[config.mk]
export PLATFORM = sky130hd
export DESIGN_NAME = rgb_to_hsv_pixel_top
export DESIGN_NICKNAME = d
export VERILOG_FILES = /design/src/rthsv_pkg.sv /design/src/rthsv_front.sv /design/src/rthsv_queue.sv /design/src/rthsv_divpipe.sv /design/src/rgb_to_hsv_pixel_top.sv
export SDC_FILE = /design/constraint.sdc
export NUM_CORES = 1
export LEC_CHECK = 0
export BUFFER_PORTS_ARGS = -buffer_cell sky130_fd_sc_hd__buf_2
export CAP_MARGIN = 20
export CORE_MARGIN = 1
export CORE_UTILIZATION = 45
export DETAILED_ROUTE_END_ITERATION = 7
export PLACE_DENSITY = 0.65
export SLEW_MARGIN = 20
export SYNTH_ARGS = -nofsm -noshare
export SYNTH_HDL_FRONTEND = slang
export SYNTH_SLANG_ARGS = --single-unit
[constraint.sdc]
create_clock -name clk -period 9.1 [get_ports clk]
set_input_delay 1.365 -clock clk [delete_from_list [all_inputs] [get_ports clk]]
set_output_delay 1.365 -clock clk [all_outputs]
set_load 0.02 [all_outputs]
[src/rthsv_pkg.sv]
// ----------------------------------------------------------------------------
// rthsv_pkg
// Shared types and constants for the RGB to HSV pixel converter: widths,
// hue sector codes, the queue entry and the queue status group.
// ----------------------------------------------------------------------------
package rthsv_pkg;

  // channel and result widths
  localparam int CH_W      = 8;
  localparam int HUE_W     = 9;
  // divisors are twice a channel byte
  localparam int DIV_W     = CH_W + 1;
  // saturation numerator 510*d + max, at most 130305
  localparam int SAT_NUM_W = 17;
  // hue numerator 120*diff + 121*d, at most 61455
  localparam int HUE_NUM_W = 16;
  // both quotients fit in one byte, one divider step per quotient bit
  localparam int QUO_W     = 8;
  localparam int STAGES    = QUO_W;

  // arithmetic constants
  localparam int SAT_SCALE2 = 510;
  localparam int HUE_SPAN   = 120;
  localparam int HUE_BIAS   = 121;
  localparam int FULL_TURN  = 360;

  // hue offset per sector, with the 60 degree bias of the numerator removed
  localparam logic [HUE_W-1:0] OFF_RED   = 9'd300;
  localparam logic [HUE_W-1:0] OFF_GREEN = 9'd60;
  localparam logic [HUE_W-1:0] OFF_BLUE  = 9'd180;

  typedef enum logic [1:0] {
    SECT_RED,
    SECT_GREEN,
    SECT_BLUE
  } sector_t;

  // classified pixel waiting for division
  typedef struct packed {
    logic [SAT_NUM_W-1:0] sat_num;
    logic [DIV_W-1:0]     sat_div;
    logic [HUE_NUM_W-1:0] hue_num;
    logic [DIV_W-1:0]     hue_div;
    sector_t              sector;
    logic                 gray;
    logic                 black;
    logic [CH_W-1:0]      value;
  } item_t;

  // queue status seen by the front and back parts
  typedef struct packed {
    logic not_empty;
    logic can_push;
  } queue_stat_t;

  function automatic logic [HUE_W-1:0] hue_offset(input sector_t s);
    logic [HUE_W-1:0] off;
    case (s)
      SECT_RED:   off = OFF_RED;
      SECT_GREEN: off = OFF_GREEN;
      SECT_BLUE:  off = OFF_BLUE;
      default:    off = '0;
    endcase
    return off;
  endfunction

endpackage

[src/rthsv_front.sv]
// ----------------------------------------------------------------------------
// rthsv_front
// Accepts a pixel, finds max, min and hue sector, and forms the numerators
// and divisors for saturation and hue. Holds its beat until the queue takes it.
// ----------------------------------------------------------------------------
module rthsv_front (
  input  logic                 clk,
  input  logic                 rst,
  input  logic                 accept,
  input  logic [7:0]           red,
  input  logic [7:0]           green,
  input  logic [7:0]           blue,
  input  rthsv_pkg::queue_stat_t qstat,
  output logic                 busy,
  output logic                 item_valid,
  output rthsv_pkg::item_t     item
);
  import rthsv_pkg::*;

  localparam int WIDE_W = HUE_NUM_W + 2;
  localparam logic signed [WIDE_W-1:0] SPAN_S = WIDE_W'(HUE_SPAN);
  localparam logic signed [WIDE_W-1:0] BIAS_S = WIDE_W'(HUE_BIAS);

  logic [CH_W-1:0]          mx;
  logic [CH_W-1:0]          mn;
  logic [CH_W-1:0]          d;
  sector_t                  sector;
  logic signed [CH_W:0]     diff;
  logic signed [WIDE_W-1:0] diff_x;
  logic signed [WIDE_W-1:0] d_x;
  logic signed [WIDE_W-1:0] hue_wide;
  item_t                    item_next;

  // max picks red first, then green, then blue
  always_comb begin
    if (red >= green && red >= blue) begin
      mx     = red;
      sector = SECT_RED;
      diff   = $signed({1'b0, green}) - $signed({1'b0, blue});
    end else if (green >= blue) begin
      mx     = green;
      sector = SECT_GREEN;
      diff   = $signed({1'b0, blue}) - $signed({1'b0, red});
    end else begin
      mx     = blue;
      sector = SECT_BLUE;
      diff   = $signed({1'b0, red}) - $signed({1'b0, green});
    end
  end

  // min of the three channels
  always_comb begin
    if (red <= green && red <= blue) begin
      mn = red;
    end else if (green <= blue) begin
      mn = green;
    end else begin
      mn = blue;
    end
  end

  assign d = mx - mn;

  // hue numerator shifted by 60 degrees so it never goes negative
  assign diff_x   = WIDE_W'(diff);
  assign d_x      = $signed(WIDE_W'(d));
  assign hue_wide = diff_x * SPAN_S + d_x * BIAS_S;

  always_comb begin
    item_next.sat_num = SAT_NUM_W'(d) * SAT_NUM_W'(SAT_SCALE2) + SAT_NUM_W'(mx);
    item_next.sat_div = {mx, 1'b0};
    item_next.hue_num = hue_wide[HUE_NUM_W-1:0];
    item_next.hue_div = {d, 1'b0};
    item_next.sector  = sector;
    item_next.gray    = (d == '0);
    item_next.black   = (mx == '0);
    item_next.value   = mx;
  end

  // stall only while the held beat cannot move into the queue
  assign busy = item_valid && !qstat.can_push;

  // holding register
  always_ff @(posedge clk) begin
    if (rst) begin
      item_valid <= 1'b0;
    end else if (accept) begin
      item_valid <= 1'b1;
    end else if (qstat.can_push) begin
      item_valid <= 1'b0;
    end
  end

  always_ff @(posedge clk) begin
    if (accept) begin
      item <= item_next;
    end
  end

endmodule

[src/rthsv_queue.sv]
// ----------------------------------------------------------------------------
// rthsv_queue
// Short first-in first-out queue between the classifier and the divider
// pipeline. The back part takes the head whenever the queue is not empty.
// ----------------------------------------------------------------------------
module rthsv_queue #(
  parameter int DEPTH = 2
) (
  input  logic                   clk,
  input  logic                   rst,
  input  logic                   push_valid,
  input  rthsv_pkg::item_t       push_item,
  output rthsv_pkg::queue_stat_t qstat,
  output rthsv_pkg::item_t       head
);
  import rthsv_pkg::*;

  localparam int PW = $clog2(DEPTH);
  localparam int CW = $clog2(DEPTH + 1);

  item_t         entries [DEPTH];
  logic [PW-1:0] wr_ptr;
  logic [PW-1:0] rd_ptr;
  logic [CW-1:0] count;
  logic          push;
  logic          pop;

  assign pop             = (count != '0);
  assign qstat.not_empty = pop;
  assign qstat.can_push  = (count != CW'(DEPTH)) || pop;
  assign push            = push_valid && qstat.can_push;
  assign head            = entries[rd_ptr];

  // entry storage
  always_ff @(posedge clk) begin
    if (push) begin
      entries[wr_ptr] <= push_item;
    end
  end

  // pointers and fill count
  always_ff @(posedge clk) begin
    if (rst) begin
      wr_ptr <= '0;
      rd_ptr <= '0;
      count  <= '0;
    end else begin
      if (push) begin
        wr_ptr <= (wr_ptr == PW'(DEPTH - 1)) ? '0 : wr_ptr + 1'b1;
      end
      if (pop) begin
        rd_ptr <= (rd_ptr == PW'(DEPTH - 1)) ? '0 : rd_ptr + 1'b1;
      end
      if (push && !pop) begin
        count <= count + 1'b1;
      end else if (pop && !push) begin
        count <= count - 1'b1;
      end
    end
  end

endmodule

[src/rthsv_divpipe.sv]
// ----------------------------------------------------------------------------
// rthsv_divpipe
// Back part: two restoring dividers side by side, one quotient bit per
// stage, followed by the hue sector offset, wrap and the result register.
// ----------------------------------------------------------------------------
module rthsv_divpipe (
  input  logic                          clk,
  input  logic                          rst,
  input  logic                          head_valid,
  input  rthsv_pkg::item_t              head,
  output logic                          strobe,
  output logic [rthsv_pkg::HUE_W-1:0]   hue,
  output logic [rthsv_pkg::CH_W-1:0]    saturation,
  output logic [rthsv_pkg::CH_W-1:0]    brightness
);
  import rthsv_pkg::*;

  typedef struct packed {
    logic [SAT_NUM_W-1:0] rem_s;
    logic [HUE_NUM_W-1:0] rem_h;
    logic [DIV_W-1:0]     div_s;
    logic [DIV_W-1:0]     div_h;
    logic [QUO_W-1:0]     q_s;
    logic [QUO_W-1:0]     q_h;
    sector_t              sector;
    logic                 gray;
    logic                 black;
    logic [CH_W-1:0]      value;
  } stage_t;

  stage_t              cur  [STAGES];
  stage_t              nxt  [STAGES];
  stage_t              pipe [STAGES];
  logic [STAGES-1:0]   cur_v;
  logic [STAGES-1:0]   pipe_v;
  stage_t              last;
  logic [HUE_W:0]      hue_sum;
  logic [HUE_W-1:0]    hue_next;

  genvar k;
  generate
    for (k = 0; k < STAGES; k++) begin : g_stage
      localparam int BIT = STAGES - 1 - k;
      logic [SAT_NUM_W-1:0] sh_s;
      logic [HUE_NUM_W-1:0] sh_h;

      // stage input
      if (k == 0) begin : g_first
        always_comb begin
          cur[k].rem_s  = head.sat_num;
          cur[k].rem_h  = head.hue_num;
          cur[k].div_s  = head.sat_div;
          cur[k].div_h  = head.hue_div;
          cur[k].q_s    = '0;
          cur[k].q_h    = '0;
          cur[k].sector = head.sector;
          cur[k].gray   = head.gray;
          cur[k].black  = head.black;
          cur[k].value  = head.value;
        end
        assign cur_v[k] = head_valid;
      end else begin : g_rest
        always_comb begin
          cur[k] = pipe[k-1];
        end
        assign cur_v[k] = pipe_v[k-1];
      end

      // one compare and subtract per divider
      assign sh_s = SAT_NUM_W'(cur[k].div_s) << BIT;
      assign sh_h = HUE_NUM_W'(cur[k].div_h) << BIT;

      always_comb begin
        nxt[k] = cur[k];
        if (cur[k].rem_s >= sh_s) begin
          nxt[k].rem_s    = cur[k].rem_s - sh_s;
          nxt[k].q_s[BIT] = 1'b1;
        end
        if (cur[k].rem_h >= sh_h) begin
          nxt[k].rem_h    = cur[k].rem_h - sh_h;
          nxt[k].q_h[BIT] = 1'b1;
        end
      end

      // stage register
      always_ff @(posedge clk) begin
        if (rst) begin
          pipe_v[k] <= 1'b0;
        end else begin
          pipe_v[k] <= cur_v[k];
        end
      end

      always_ff @(posedge clk) begin
        pipe[k] <= nxt[k];
      end
    end
  endgenerate

  assign last = pipe[STAGES-1];

  // sector offset and wrap of a full turn
  always_comb begin
    hue_sum = (HUE_W + 1)'(last.q_h) + (HUE_W + 1)'(hue_offset(last.sector));
    if (hue_sum >= (HUE_W + 1)'(FULL_TURN)) begin
      hue_sum = hue_sum - (HUE_W + 1)'(FULL_TURN);
    end
    hue_next = last.gray ? '0 : hue_sum[HUE_W-1:0];
  end

  // result register
  always_ff @(posedge clk) begin
    if (rst) begin
      strobe <= 1'b0;
    end else begin
      strobe <= pipe_v[STAGES-1];
    end
  end

  always_ff @(posedge clk) begin
    hue        <= hue_next;
    saturation <= last.black ? '0 : last.q_s;
    brightness <= last.value;
  end

endmodule

[src/rgb_to_hsv_pixel_top.sv]
// ----------------------------------------------------------------------------
// rgb_to_hsv_pixel_top
// Converts one 8-bit RGB pixel per clock to hue in degrees, saturation
// on 0..255 and brightness (the largest channel).
//
// Input: a pixel beat (red, green, blue) is taken at a rising edge where
// start is high and busy is low. busy rises only if the queue between the
// classifier and the divider pipeline is full, which the divider, taking
// one beat every cycle, never lets happen; a new pixel may follow in every
// cycle.
// Output: each result beat (hue, saturation, brightness) is on the ports
// for one cycle with strobe high, in input order. Throughput is one pixel
// per cycle. A pixel passes the classifier register, the queue entry, the
// eight divider pipeline stages (one quotient bit per stage) and the result
// register, in that order.
// The receiver cannot stall, so the pipeline never holds.
// Reset (rst, synchronous) empties the queue and drops all beats in flight.
// ----------------------------------------------------------------------------
module rgb_to_hsv_pixel_top #(
  parameter int QUEUE_DEPTH = 2
) (
  input  logic                        clk,
  input  logic                        rst,
  input  logic                        start,
  output logic                        busy,
  input  logic [rthsv_pkg::CH_W-1:0]  red,
  input  logic [rthsv_pkg::CH_W-1:0]  green,
  input  logic [rthsv_pkg::CH_W-1:0]  blue,
  output logic                        strobe,
  output logic [rthsv_pkg::HUE_W-1:0] hue,
  output logic [rthsv_pkg::CH_W-1:0]  saturation,
  output logic [rthsv_pkg::CH_W-1:0]  brightness
);
  import rthsv_pkg::*;

  logic        accept;
  logic        item_valid;
  item_t       item;
  item_t       head;
  queue_stat_t qstat;

  assign accept = start && !busy;

  // classifier
  rthsv_front u_front (
    .clk        (clk),
    .rst        (rst),
    .accept     (accept),
    .red        (red),
    .green      (green),
    .blue       (blue),
    .qstat      (qstat),
    .busy       (busy),
    .item_valid (item_valid),
    .item       (item)
  );

  // decoupling queue
  rthsv_queue #(
    .DEPTH (QUEUE_DEPTH)
  ) u_queue (
    .clk        (clk),
    .rst        (rst),
    .push_valid (item_valid),
    .push_item  (item),
    .qstat      (qstat),
    .head       (head)
  );

  // divider pipeline and result register
  rthsv_divpipe u_divpipe (
    .clk        (clk),
    .rst        (rst),
    .head_valid (qstat.not_empty),
    .head       (head),
    .strobe     (strobe),
    .hue        (hue),
    .saturation (saturation),
    .brightness (brightness)
  );

endmodule

==> metrics.txt <==
outcome=finished, final reports clean; post-layout util=52.34%; number of flops mapped to enable cells by yosys=approximately 150; post-synthesis average cell area=10.51 um^2; vias per cell=about 4.9; ys async rst share=0%; Row Count=92; post-synth top area share=32.43%; Port-buffer cells=52; CP most frequent cell=ha_1; Net Count, Synth=slightly above 3,000; Cells after Synth=2,749; critical path type=input port to register; setup bufs post-CTS=0; Global Route Usage Sum=16.84%; crit path DAT=8.87 ns; initial antenna violation count=0; clock slew at reported path FFs=0.07 ns; antenna cells=0; Seq cells post-synth=615; highest clock rate=117.4 MHz; routed len/inst=14.08 um; Clock Sinks=615; Max Cap Viol=0; H-tree depth=2; residual DRC count=0; Yosys Warn Count=0; fill count=~5,600; Place WS=-0.1042 ns; fin nets=3,315; starting density of the core=45.64%; Placer Congestion=0.9191; Final Hold Viols=0; critical path endpoint category=register; core area=63,310 um^2; most common cell after layout, fill and taps aside=dfxtp_1; most frequent cells in the layout=467 x dfxtp_1, 362 x inv_1, 275 x ha_1; clk_skew=0.02083 ns; crit start category=input port; clk buf depth=3; placed cells=about 3,700; RSZ-0062 raised after global routing=false; Rel. slew slack=38.17%; critical path's slowest cell=fa_1; first-pass GRT wire length=a little over 90,000 um; vias in the first global route=19,530; CP peak stage delay=0.54 ns; CTS Hold Bufs=0; Die Ht=255.4 um; final critical-path setup slack=~0.6 ns; post-synth top area cell=dfxtp_1; DR pass1 iterations=5; Min-Delay Path Class=register to register; Area contributors post-synth=dfxtp_1 32%, edfxtp_1 15%, ha_1 12%; Worst-Margin Slew=0.9274 ns; top_reg_cell synth=dfxtp_1; WL final=roughly 54,000 um; post-route antenna net violation count=0; Root Driver=clkbuf_16; Final Cycle Share=93.59%; num ports=between 50 and 60; WP data required=9.45 ns; Overflow after GRT=0; worst path bufs/invs=6; Distinct cells, synth=82; Area Growth Syn to Fin=14.69%; post-synthesis sequential area ratio=47.70%; Mapped Area=28,890 um^2; fin crit period=8.517 ns; CTS Buf Count=between 50 and 60; via count=18,870; Final setup viols=0; layout cell share with drive strength beyond 1=11.77%; clk_lat worst skew=0.60 ns; Post-Layout Cell Count=3,844; count of pins over their slew limit=0; largest net degree at the start of global routing=51; initial detailed-routing violation count=576; DIE WIDTH=255.4 um; DPL Wire Length=42,560 um; crit path max fanout=6; CTS tree=done; Die ar.=approximately 65,000 um^2; Largest delay share family, worst path=adder cells
path summary, 6_finish.rpt:
kind	startpoint	to	slack (ns)	depth (start not counted)
min reg2reg	u_divpipe.pipe[0][98]$_DFF_P_	u_divpipe.pipe[0][177]$_DFF_P_	0.32	0
min	u_divpipe.pipe[0][98]$_DFF_P_	u_divpipe.pipe[0][177]$_DFF_P_	0.32	0
max reg2reg	register	u_divpipe.pipe[0][61]$_DFF_P_	5.01	13
max	blue[3]	u_front.item[62]$_DFFE_PP_	0.58	36
through the flow:
stage / instance area, um^2 / hold WS [ns] / setup TNS [ns]
4_1_cts: 33100 / 0.3077 / 0
3_5_place_dp: 31060 / 0.3121 / -0.1481
6_report: 33140 / 0.3200 / 0
3_3_place_gp: 31060 / 0.3096 / 0
5_1_grt: 33140 / 0.3184 / 0
2_1_floorplan: 28930 / 0.3096 / 0
logic make-up after synthesis:
| kind of cell | synth area share [%] |
|---|---|
| compound gates | 10.96 |
| xor+xnor | 6.401 |
| fa+ha+maj | 16.18 |
| buf+inv | 5.300 |
| flops | 47.70 |
| mux | 3.205 |
| other cells | 0.01298 |
| simple gates | 10.23 |
repair_timing:
item | 4_1_cts | 5_1_grt
gates resized for setup | 0 | 10
setup endpoints to repair | 0 | 2
hold endpoints to repair | 0 | 0
cells in the mapped netlist, drive strengths merged (19+ instances only):
master and count:
dfxtp 468, inv 363, ha 276, nor2 179, a21oi 173, edfxtp 147, o21ai 140, xnor2 125
nand2 111, xor2 78, a21o 73, nor2b 69, fa 61, nand2b 50, mux2 44, mux2i 43
nand3 32, nor3 30, clkbuf 29, a21boi 24, nand4 23, nor4 23, o31ai 19
worst reg2reg max path, stage by stage (launching register included):
cell and delay [ns]:
dfxtp_2 0.31, buf_4 0.55, mux2_2 0.46, inv_1 0.08
ha_1 0.27, nor2b_1 0.14, o21ai_0 0.15, nand2b_1 0.10
a21o_1 0.19, a21o_1 0.20, a221o_1 0.29, a21oi_1 0.74
inv_1 0.18, mux2_2 0.31
sequential cells by signal, indices dropped and copies added, names as in the netlist, 2 cells and up, named ones only:
signal                count
u_divpipe.pipe          428
u_front.item             49
u_divpipe.cur_v           7
u_divpipe.hue             9
u_divpipe.saturation      8
u_divpipe.brightness      8
u_queue.entries          98
u_queue.count             2
per-layer routing:
layer,global-route usage (%),share of wire [%],up-vias
li1,-,-,9732
met5,0,0,-
met2,32.03,52,254
met1,18.34,42,8753
met4,7.513,4.0,0
met3,2.371,2.9,127
cell type report:
type	count	area (um^2)	area share, %
Timing Repair Buffer	182	1236	3.731
Multi-Input combinational cell	1731	13650	41.21
Tap cell	846	1059	3.194
Inverter	364	1366	4.123
Clock buffer	69	1543	4.656
Sequential cell	615	13780	41.60
Clock inverter	37	494.2	1.491
Power is left out: the tool's default activity adds up to more than one toggle a clock period on the data nets, which glitch-free logic cannot reach.
